### src/rtl/core/spr_pkg.sv
package spr_pkg;

	localparam int RING_SLOTS_DEF = 4;
	localparam int SLOT_BYTES     = 256;
	localparam int BYTE_W         = 8;

	localparam logic [7:0]  START_BYTE = 8'hFF;
	localparam logic [7:0]  MIN_LEN    = 8'd2;
	localparam logic [7:0]  MAX_LEN    = 8'd250;
	localparam logic [7:0]  LEN_LIMIT  = 8'd254;
	localparam logic [7:0]  POS_ID     = 8'd2;
	localparam logic [7:0]  POS_LEN    = 8'd3;
	localparam logic [8:0]  HDR_BYTES  = 9'd4;

	localparam logic [7:0]  DEVICE_ID_RST    = 8'd1;
	localparam logic [7:0]  BROADCAST_ID_RST = 8'd254;
	localparam logic [15:0] TIMEOUT_RST      = 16'd2;

	typedef enum logic [1:0] {
		CMD_BYTE    = 2'd0,
		CMD_TICK    = 2'd1,
		CMD_RELEASE = 2'd2,
		CMD_READ    = 2'd3
	} cmd_t;

	typedef enum logic [1:0] {
		REG_DEVICE_ID    = 2'd0,
		REG_BROADCAST_ID = 2'd1,
		REG_TIMEOUT      = 2'd2
	} reg_idx_t;

	typedef enum logic [2:0] {
		EV_STORED   = 3'd0,
		EV_REJECTED = 3'd1,
		EV_COMPLETE = 3'd2,
		EV_TIMEOUT  = 3'd3,
		EV_IDLE     = 3'd4,
		EV_RELEASED = 3'd5,
		EV_EMPTY    = 3'd6,
		EV_READ     = 3'd7
	} ev_t;

	typedef struct packed {
		logic [1:0] command;
		logic [7:0] rx_byte;
		logic       sync_read_active;
		logic [7:0] byte_index;
	} spr_in_t;

	typedef struct packed {
		logic [2:0] event_res;
		logic       packet_ready;
		logic       receiving;
		logic       error_flag;
		logic [7:0] read_data;
		logic [7:0] oldest_length;
		logic       cancel_sync_timeout;
	} spr_out_t;

endpackage

### src/rtl/core/spr_out_fifo.sv
module spr_out_fifo (
	input  logic              clk,
	input  logic              arst_n,
	input  logic              push,
	input  spr_pkg::spr_out_t push_data,
	input  logic              stall,
	output logic              valid,
	output spr_pkg::spr_out_t head,
	output logic              pop,
	output logic [1:0]        count
);

	spr_pkg::spr_out_t ent_q [2];
	logic              wr_ptr_q;
	logic              rd_ptr_q;
	logic [1:0]        cnt_q;

	assign valid = (cnt_q != 2'd0);
	assign pop   = valid && !stall;
	assign head  = ent_q[rd_ptr_q];
	assign count = cnt_q;

	always_ff @(posedge clk) begin
		if (push) begin
			ent_q[wr_ptr_q] <= push_data;
		end
	end

	always_ff @(posedge clk or negedge arst_n) begin
		if (!arst_n) begin
			wr_ptr_q <= 1'b0;
			rd_ptr_q <= 1'b0;
			cnt_q    <= 2'd0;
		end else begin
			if (push) begin
				wr_ptr_q <= !wr_ptr_q;
			end
			if (pop) begin
				rd_ptr_q <= !rd_ptr_q;
			end
			cnt_q <= cnt_q + {1'b0, push} - {1'b0, pop};
		end
	end

endmodule

### config.mk
export PLATFORM = sky130hd
export DESIGN_NAME = spr_out_fifo
export DESIGN_NICKNAME = d
export VERILOG_FILES = /design/src/rtl/core/spr_pkg.sv /design/src/rtl/core/spr_out_fifo.sv
export SDC_FILE = /design/constraint.sdc
export NUM_CORES = 1
export LEC_CHECK = 0
export ABC_AREA = 1
export BUFFER_PORTS_ARGS = -buffer_cell sky130_fd_sc_hd__buf_4
export CAP_MARGIN = 20
export CELL_PAD_IN_SITES_DETAIL_PLACEMENT = 1
export CELL_PAD_IN_SITES_GLOBAL_PLACEMENT = 1
export CORE_MARGIN = 2
export CORE_UTILIZATION = 36
export DETAILED_ROUTE_END_ITERATION = 8
export HOLD_SLACK_MARGIN = 0.06
export PLACE_DENSITY = 0.71
export SYNTH_ARGS = -nofsm -noshare
export SYNTH_HDL_FRONTEND = slang
export SYNTH_SLANG_ARGS = --single-unit
### constraint.sdc
create_clock -name clk -period 2 [get_ports clk]
set_clock_uncertainty 0.05 [all_clocks]
set_input_delay 0.3 -clock clk [delete_from_list [all_inputs] [get_ports clk]]
set_output_delay 0.3 -clock clk [all_outputs]
set_load 0.1 [all_outputs]
======== Word-level counts from Yosys, hierarchy flattened ========
Memories as Yosys holds them, arrays and structs flattened.
Cells that the tools add are included.
storage, ports and cells
  register bits after elaboration ......... 4
  memory bits (writable) .................. 46
  input port bits ......................... 27
  word-level logic and storage cells ...... 13
  memories ................................ 1
memories
  memory  depth  bits a word  read ports  clocked after memory_dff  wr ports  RTL line            text
  ent_q   2      23           1           0                         1         spr_out_fifo.sv:13  spr_pkg::spr_out_t ent_q [2];
operators by class
  add/subtract/negate cells ............... 2
  muxes and demuxes ....................... 2
  reduce and logical (&&, ||, !) cells .... 5
operators by type and width
  operator                   number
  logical NOT 1 bit          3
  adder 2 x 1 -> 2 bit       1
  2-to-1 mux 1 bit           2
  nonzero test 2 bit         1
  subtractor 2 x 1 -> 2 bit  1
  logical AND 1 bit          1

======== Longest topological paths before layout ========
Gate-level depths: netlist of the first run.
  word-level depth ........................ 3
  mapped depth ............................ 10
  mapped depth without buffers ............ 10

======== Least setup slack after synthesis of the first run ========
OpenSTA, ideal clock, no wires.
  path type ............................... flip-flop to flip-flop
  start point ............................. register cnt_q[1], in the netlist count[1]
  end point ............................... register cnt_q[1], in the netlist count[1]
  arrival time ............................ 3.237 ns
  required time ........................... 1.833 ns
  slack ................................... -1.404 ns
  cell stages (with the launch flop) ...... 11
  buffers on the path ..................... 0
  clock period less this slack ............ 3.404 ns
  cell sequence ........................... dfrtp_1 inv_1 nand2_1 nand2_1 inv_1 ha_1 inv_1 ha_1 inv_1 nand2_1 nand2_1
on the way
  cells in the longest elaborated chain, start to end .. 3
  elaborated cells on any way between the ends .. 4
  those cells by class .................... 2 x add/sub; 2 x reduce/logical
ends and longest elaborated chain
  what                       RTL line            text
  from (decl)                spr_out_fifo.sv:16  logic [1:0] cnt_q;
  from (signal assigned)     spr_out_fifo.sv:41  cnt_q <= cnt_q + {1'b0, push} - {1'b0, pop};
  nonzero test 2 bit         spr_out_fifo.sv:18  assign valid = (cnt_q != 2'd0);
  net valid                  spr_out_fifo.sv:7   output logic valid,
  logical AND 1 bit          spr_out_fifo.sv:19  assign pop = valid && !stall;
  net pop                    spr_out_fifo.sv:9   output logic pop,
  subtractor 2 x 1 -> 2 bit  spr_out_fifo.sv:41
The timed path passes the listed nets, and every way through them passes these cells.
A chain may end at the register's enable or synchronous reset.

==> results of run 1 <==
cell type report:
type | count | area [µm²] | area share (%)
Timing Repair Buffer | 60 | 453 | 17.3
Multi-Input combinational cell | 85 | 425 | 16.2
Clock buffer | 5 | 68.8 | 2.63
Clock inverter | 3 | 43.8 | 1.67
Tap cell | 70 | 87.6 | 3.34
Sequential cell | 50 | 1490 | 56.8
Inverter | 10 | 52.6 | 2.00
what timing repair did:
action	CTS	global route
hold buffers	1	0
resized for setup	0	1
setup endpoints to repair	0	2
endpoints found under the hold margin	4	0
per-layer routing:
metal  wire length, µm  up-vias
met5                 0        -
met4                16        0
met3               213        2
met2              2360       34
met1              1400      614
li1                  -      612
how the worst min path moves through the flow:
stage                       start      endpoint  slack [ps]  cells after the start
floorplan                  arst_n      rd_ptr_q         -50                      0
global placement           arst_n      count[0]          50                      1
detailed placement         arst_n      count[0]          50                      1
CTS                 push_data[16]  ent_q[1][16]         120                      1
global route        push_data[19]  ent_q[1][19]         100                      1
finish               push_data[1]   ent_q[1][1]         130                      1
flip-flops by register name, indices dropped and copies added, names as in the netlist:
name	flops
ent_q	46
wr_ptr_q	1
count	2
rd_ptr_q	1
cell families after synthesis:
| kind of cell | count (synthesis) | synth area share (%) |
|---|---|---|
| xor+xnor | 1 | 0.446 |
| flops | 50 | 75.5 |
| buf+inv | 15 | 5.74 |
| fa+ha+maj | 2 | 1.27 |
| simple gates | 82 | 17.1 |
metrics by stage:
stage | instances | setup TNS (ps) | util (%) | worst slack (ps)
after detailed placement | 274 | 0 | 48.3 | 383
after global routing | 283 | 0 | 50.7 | 119
after CTS | 283 | 0 | 50.7 | 72.6
after global placement | 274 | 0 | 48.3 | 442
after floorplan | 150 | -777 | - | -395
final | 283 | 0 | 50.7 | 192
placed cells by master, fill, tap and decap left out:
| cell type | n |
|---|---|
| xor2_1 | 1 |
| clkbuf_8 | 5 |
| nand3_2 | 1 |
| nand2_4 | 1 |
| dfrtp_2 | 1 |
| inv_1 | 5 |
| inv_6 | 1 |
| ha_4 | 2 |
| dfrtp_4 | 2 |
| bufinv_16 | 1 |
| clkinv_2 | 1 |
| dfrtp_1 | 1 |
| inv_2 | 2 |
| edfxtp_1 | 46 |
| nand2_8 | 1 |
| nor2_2 | 1 |
| inv_8 | 1 |
| nand2_2 | 10 |
| buf_4 | 59 |
| clkinvlp_4 | 2 |
| dlygate4sd3_1 | 1 |
| nand3_1 | 1 |
| nand2_1 | 67 |
==> results.ini, run 1 <==
[yosys]
syn_area_per_cell_um2 = 13.1
synth_fp_nets = 179
synth_area_um2 = 1960
synth.top_cell.area_share_pct = 70.4
ys_top_cells_by_count = 69 x nand2_1, 46 x edfxtp_1, 10 x nand2_2, 9 x inv_1, 4 x dfrtp_1
synth_most_common_cell = nand2_1
ys_ff_latch = 50
yosysTopAreaCell = edfxtp_1
synthFlopType = edfxtp_1
async_reset_ff_share_pct = 8.00
synthCells = 150
netlist-cell-type-count = 13
synth-edff-count = 46
yosysWarnings = 0
seq_area_frac_synth_pct = 75.5
synth.area.top_cells = edfxtp_1 70%, nand2_1 13%, dfrtp_1 5.1%

[hold_path]
min_path_type = in -> reg

[global_routing]
grtUsageMet2_pct = 28.1
grt_pass1_vias = 1373
grt_pass1_wl_mm = 6.44
antenna_found_initial = 0
grt_overflow = 0
grt_use_met3_pct = 4.77
grt_max_degree = 25
grtUsageMet1_pct = 13.7
grt_use_total_pct = 14.3
busiest_layer = met2

[drt]
vias = 1262
drt_iter0_drc = 48
totalWireLength_mm = 3.99
drt_pass1_iterations = 4
drtAntennaViolNets = 0
viasPerCell = 4.46
wl_per_cell_um = 14.1
drcViolationCount = 0

[floorplan]
die_area_um2 = 6060
ioPinCount = 54
die_x_um = 77.8
start_util_pct = 38.0
num_rows = 26
die_h_um = 77.8
core_area_um2 = 5170

[setup_path]
cpMostUsedCell = nand2_1
reg2reg_from = count[0]
crit_path_start_kind = flop
slowest_delay_ps = 500
crit_arrival_ps = 1460
end_kind = output pin
cpMaxStageDelayCell = dfrtp_2
critPathMaxFanout = 24
path_depth = 4
cp_cell_sequence = inv_8 > nand2_1 > nand2_1 > buf_4
crit_family = flip-flops
r2r_slack_ps = 380
worstRegToRegCells = 10
crit_buf_inv = 2
crit_start = rd_ptr_q
crit_required_ps = 1650
critPathCapture = head[12]
crit_type = reg -> out
rr_endpoint = count[1]

[clock_network]
cts_setup_buffers = 0
cts_root_buf = clkbuf_8
cts_max_path_buffers = 2
cts_buffers = 5
tritoncts = yes
clk_pin_slew_ps = 90
insertion_delay_ps = 290
htree_levels = 2
cts_sinks = 50

[finish]
drive_gt1_share_pct = 42.7
final_cell_area_um2 = 2620
final_nets = 241
antennaDiodeCount = 0
fill_cells = 544
area_growth_pct = 33.5

[placement]
place_area_um2 = 2500
gp_congestion = 0.682
io_buffer_count = 53
place_hpwl_mm = 2.99

[timing]
grt_setup_unrepaired = no
hold_violations = 0
whs_ps = 133
tightest_slew_ps = 282
relSlewSlack_pct = 81.4
max_freq_mhz = 553
finalSetupViolCount = 0
fin_crit_sh_pct = 90.4
slew_violations = 0
min_period_ps = 1810

[outcome]
outcome = complete, no violations

[flow_run]
cap_violations = 0

Power of run 1 is not shown: default switching activity piles up to over one toggle a cycle in this logic, so the estimate is an artifact.
==> inputs of run 2 (changes only) <==
--- a/config.mk
+++ b/config.mk
@@ -5,16 +5,15 @@
 export SDC_FILE = /design/constraint.sdc
 export NUM_CORES = 1
 export LEC_CHECK = 0
-export ABC_AREA = 1
 export BUFFER_PORTS_ARGS = -buffer_cell sky130_fd_sc_hd__buf_4
 export CAP_MARGIN = 20
 export CELL_PAD_IN_SITES_DETAIL_PLACEMENT = 1
 export CELL_PAD_IN_SITES_GLOBAL_PLACEMENT = 1
 export CORE_MARGIN = 2
-export CORE_UTILIZATION = 36
+export CORE_UTILIZATION = 39
 export DETAILED_ROUTE_END_ITERATION = 8
 export HOLD_SLACK_MARGIN = 0.06
-export PLACE_DENSITY = 0.71
+export PLACE_DENSITY = 0.73
 export SYNTH_ARGS = -nofsm -noshare
 export SYNTH_HDL_FRONTEND = slang
 export SYNTH_SLANG_ARGS = --single-unit
==> constraint.sdc (replaced) <==
create_clock -name clk -period 2 [get_ports clk]
set_clock_uncertainty 0.05 [all_clocks]
set_input_delay 0.1 -clock clk [delete_from_list [all_inputs] [get_ports clk]]
set_output_delay 0.1 -clock clk [all_outputs]
set_load 0.1 [all_outputs]
==> results.ini, run 2 <==
[yosys]
yosysWarnings = 0
synthFlopType = edfxtp_1
synthCells = 89
ys_ff_latch = 50
ys_top_cells_by_count = 46 x edfxtp_1, 19 x mux2_4, 4 x dfrtp_1, 4 x mux2_2
netlist-cell-type-count = 14
synth-edff-count = 46
synth_fp_nets = 118
synth_area_um2 = 1960
syn_area_per_cell_um2 = 22.0
yosysTopAreaCell = edfxtp_1
synth.area.top_cells = edfxtp_1 70%, mux2_4 15%, dfrtp_1 5.1%
synth.top_cell.area_share_pct = 70.5
async_reset_ff_share_pct = 8.00
seq_area_frac_synth_pct = 75.6
synth_most_common_cell = edfxtp_1

[setup_path]
crit_type = reg -> reg
critPathMaxFanout = 4
crit_buf_inv = 2
crit_family = flip-flops
crit_path_start_kind = flop
reg2reg_from = count[1]
critPathCapture = count[1]
worstRegToRegCells = 7
cp_cell_sequence = o21bai_4 > clkinvlp_4 > ha_4 > inv_2 > ha_4 > xnor2_1 > xnor2_1
end_kind = flop
rr_endpoint = count[1]
slowest_delay_ps = 520
path_depth = 7
crit_arrival_ps = 1920
crit_start = count[1]
r2r_slack_ps = 240
cpMaxStageDelayCell = dfrtp_4
crit_required_ps = 2160

[drt]
drt_iter0_drc = 49
vias = 1075
totalWireLength_mm = 3.62
viasPerCell = 4.41
drcViolationCount = 0
wl_per_cell_um = 14.8
drt_pass1_iterations = 4
drtAntennaViolNets = 0

[finish]
drive_gt1_share_pct = 53.7
most-common-layout-cells = 55 x buf_4, 46 x edfxtp_1, 26 x dlygate4sd3_1
largest_reg_flops = 46
antennaDiodeCount = 0
final_common_cell = buf_4
regMostFlops = ent_q
final_nets = 205
final_cell_area_um2 = 2840
area_growth_pct = 44.9

[clock_network]
post_cts_resized = 0
cts_max_path_buffers = 2
cts_setup_buffers = 0
htree_levels = 2
cts_sinks = 50
cts_root_buf = clkbuf_8
clk_pin_slew_ps = 80
cts_buffers = 5
insertion_delay_ps = 290
tritoncts = yes

[floorplan]
die_x_um = 74.9
num_rows = 25
core_area_um2 = 4790
die_area_um2 = 5610
die_h_um = 74.9
start_util_pct = 41.0
ioPinCount = 54

[global_routing]
grt_max_degree = 17
grt_use_total_pct = 14.1
grt_pass1_vias = 1188
antenna_found_initial = 0
grt_pass1_wl_mm = 5.64
grt_overflow = 0

[hold_path]
min_path_type = in -> async

[timing]
fin_crit_sh_pct = 88.1
worst_slack_ps = 239
tightest_slew_ps = 507
finalSetupViolCount = 0
hold_violations = 0
relSlewSlack_pct = 66.0
max_freq_mhz = 568
slew_violations = 0
min_period_ps = 1760
setup_tns_ps = 0
grt_setup_unrepaired = no

[placement]
place_area_um2 = 2500
gp_congestion = 0.611
io_buffer_count = 53
place_hpwl_mm = 2.53
pre_cts_ws_ps = 265

[flow_run]
cap_violations = 0

[outcome]
outcome = complete, no violations

## run 2: cell types whose count changed in the layout (fill, tap and decap cells not counted), sizes merged, moves of 3 or more
cell	before	now
mux2	0	23
dlygate4sd3	1	26
inv	9	2
xnor2	0	3
nand2	79	0
## run 2: worst min path at each step
stage,start,endpoint,depth (start not counted)
floorplan,arst_n,rd_ptr_q,0
global placement,arst_n,wr_ptr_q,1
detailed placement,arst_n,wr_ptr_q,1
CTS,arst_n,count[1],2
global route,arst_n,count[1],2
finish,arst_n,count[1],2
## run 2: metal layers
layer  global-route usage [%]  share of wire (%)
met1                     16.5                 42
met5                        0                  0
met2                     24.5                 50
met3                     4.42                6.0
met4                     4.76                1.5
## run 2: cell families (layout without fill, tap and decap cells)
| group | after synthesis | after routing | share of synthesized area (%) |
|---|---|---|---|
| AOI/OAI and AO/OA | 1 | 1 | 0.383 |
| xor gates and xnor gates | 4 | 4 | 1.79 |
| adders and majority gates | 2 | 2 | 1.28 |
| buffers and inverters | 6 | 94 | 3.19 |
| DFF | 50 | 50 | 75.6 |
| muxes | 23 | 23 | 16.8 |
| and+or+nand+nor | 3 | 3 | 0.958 |
## run 2: area by class of cell
type	count	area, µm²
Clock buffer	5	68.8
Clock inverter	3	16.3
Fill cell	445	1940
Inverter	3	15.0
Multi-Input combinational cell	33	455
Sequential cell	50	1490
Tap cell	67	83.8
Timing Repair Buffer	83	713
## run 2: what timing repair did
action,in CTS,in global routing
setup endpoints to repair,0,0
hold endpoints to repair,53,0
hold buffers,26,0
## run 2: worst register-to-register path: stages (launching register included)
cell	delay (ps)
dfrtp_4	520
o21bai_4	200
clkinvlp_4	140
ha_4	270
inv_2	40
ha_4	140
xnor2_1	180
xnor2_1	140
## run 2: metrics by stage
step | utilization [%] | instances | hold slack (ps)
after global routing | 59.4 | 244 | 78.6
after floorplan | - | 89 | -246
after detailed placement | 52.2 | 210 | -150
after CTS | 59.4 | 244 | 62.4
final | 59.4 | 244 | 84.9
after global placement | 52.2 | 210 | -151
Power of run 2 is left out for the same reason.
==> inputs of run 3 (changes only) <==
--- a/config.mk
+++ b/config.mk
@@ -10,10 +10,11 @@
 export CELL_PAD_IN_SITES_DETAIL_PLACEMENT = 1
 export CELL_PAD_IN_SITES_GLOBAL_PLACEMENT = 1
 export CORE_MARGIN = 2
-export CORE_UTILIZATION = 39
+export CORE_UTILIZATION = 43
 export DETAILED_ROUTE_END_ITERATION = 8
 export HOLD_SLACK_MARGIN = 0.06
-export PLACE_DENSITY = 0.73
+export PLACE_DENSITY = 0.76
+export REMOVE_ABC_BUFFERS = 1
 export SYNTH_ARGS = -nofsm -noshare
 export SYNTH_HDL_FRONTEND = slang
 export SYNTH_SLANG_ARGS = --single-unit
==> constraint.sdc (replaced) <==
create_clock -name clk -period 1.7 [get_ports clk]
set_clock_uncertainty 0.05 [all_clocks]
set_input_delay 0.085 -clock clk [delete_from_list [all_inputs] [get_ports clk]]
set_output_delay 0.085 -clock clk [all_outputs]
set_load 0.1 [all_outputs]
==> results.ini, run 3 (same netlist as run 2, synthesis figures left out) <==
[floorplan]
core_area_um2 = 4380
num_rows = 24
start_util_pct = 44.7
ioPinCount = 54
die_area_um2 = 5120
die_h_um = 71.5
die_x_um = 71.5

[global_routing]
grt_use_met3_pct = 3.94
grt_overflow = 0
grt_pass1_vias = 1229
grtUsageMet2_pct = 31.2
grt_max_degree = 24
grt_pass1_wl_mm = 6.18
grtUsageMet1_pct = 18.0
antenna_found_initial = 0
grt_use_total_pct = 16.8
busiest_layer = met2

[timing]
min_period_ps = 1650
hold_violations = 0
worst_slack_ps = 53.3
grt_setup_unrepaired = yes
tightest_slew_ps = 326
fin_crit_sh_pct = 96.9
max_freq_mhz = 607
finalSetupViolCount = 0
relSlewSlack_pct = 78.3
slew_violations = 0

[clock_network]
cts_sinks = 50
tritoncts = yes
clk_pin_slew_ps = 80
cts_max_path_buffers = 2
cts_root_buf = clkbuf_8
cts_buffers = 5
insertion_delay_ps = 290
htree_levels = 2

[setup_path]
rr_endpoint = count[1]
crit_path_start_kind = flop
worstRegToRegCells = 7
crit_required_ps = 1560
critPathCapture = head[22]
crit_arrival_ps = 1510
crit_type = reg -> out
critPathMaxFanout = 12
r2r_slack_ps = 60
crit_start = rd_ptr_q
end_kind = output pin
reg2reg_from = count[0]

[finish]
final_common_cell = buf_4
fill_cells = 392
final_nets = 207
largest_reg_flops = 46
area_growth_pct = 43.2
most-common-layout-cells = 57 x buf_4, 46 x edfxtp_1, 26 x dlygate4sd3_1
final_cell_area_um2 = 2810
drive_gt1_share_pct = 52.5
antennaDiodeCount = 0
regMostFlops = ent_q

[drt]
drt_iter0_drc = 35
viasPerCell = 4.77
wl_per_cell_um = 17.8
vias = 1101
drtAntennaViolNets = 0
drt_pass1_iterations = 3
totalWireLength_mm = 4.11
drcViolationCount = 0

[flow_run]
cap_violations = 0

[placement]
place_area_um2 = 2410
gp_congestion = 0.651
io_buffer_count = 53
pre_cts_ws_ps = -71.9

[hold_path]
min_path_type = in -> async

[outcome]
outcome = complete, no violations

[run 3: cell types whose count changed in the layout (fill, tap and decap cells not counted), moves of 2 or more]
| cell | previous run | this run |
|---|---|---|
| inv_1 | 1 | 3 |
| buf_4 | 55 | 57 |
| ha_1 | 0 | 2 |
| ha_4 | 2 | 0 |
| dfrtp_4 | 2 | 0 |
[run 3: worst min-delay path by stage]
| stage | slack [ps] | cells after the start | to | startpoint |
|---|---|---|---|---|
| after global placement | -170 | 1 | rd_ptr_q | arst_n |
| after detailed placement | -160 | 1 | count[0] | arst_n |
| after global routing | 70 | 2 | count[0] | arst_n |
| final | 80 | 2 | count[0] | arst_n |
| after CTS | 60 | 2 | count[0] | arst_n |
| after floorplan | -260 | 0 | count[0] | arst_n |
[run 3: metrics by stage]
stage | util [%] | std cells | hold slack, ps | setup TNS, ps
finish | 64.0 | 231 | 76.2 | 0
global route | 64.0 | 231 | 74.8 | -38.7
floorplan | - | 86 | -261 | -7250
global placement | 55.0 | 194 | -167 | 0
detailed placement | 55.0 | 194 | -164 | -71.9
CTS | 63.3 | 229 | 63.7 | 0
[run 3: what timing repair did]
action                                  4_1_cts  5_1_grt
hold buffers                                 26        0
setup buffers                                 1        1
resized for setup                             2        1
gates cloned                                  0        1
pin swaps                                     1        1
endpoints found under the setup margin        1        5
endpoints found under the hold margin        53        0
[run 3: final cells by class]
type / count / area [µm²] / share of cell area, %
repair buffers: 85 / 733 / 26.1
clock inverters: 3 / 16.3 / 0.579
inverters: 3 / 11.3 / 0.401
flip-flops and latches: 50 / 1480 / 52.8
clock buffers: 5 / 68.8 / 2.45
well taps: 52 / 65.1 / 2.32
multi-input cells: 33 / 430 / 15.3
[run 3: routing by layer]
layer  part of all wire [%]  routed length [µm]
met5                      0                   0
met4                    2.6                 106
met3                    4.9                 201
met2                     55                2240
met1                     38                1560
[run 3: worst max-delay path, stage by stage (launching register included)]
cell and delay, ps:
dfrtp_2 450, buf_12 170, mux2_2 360, buf_4 240
Power of run 3 is left out for the same reason.
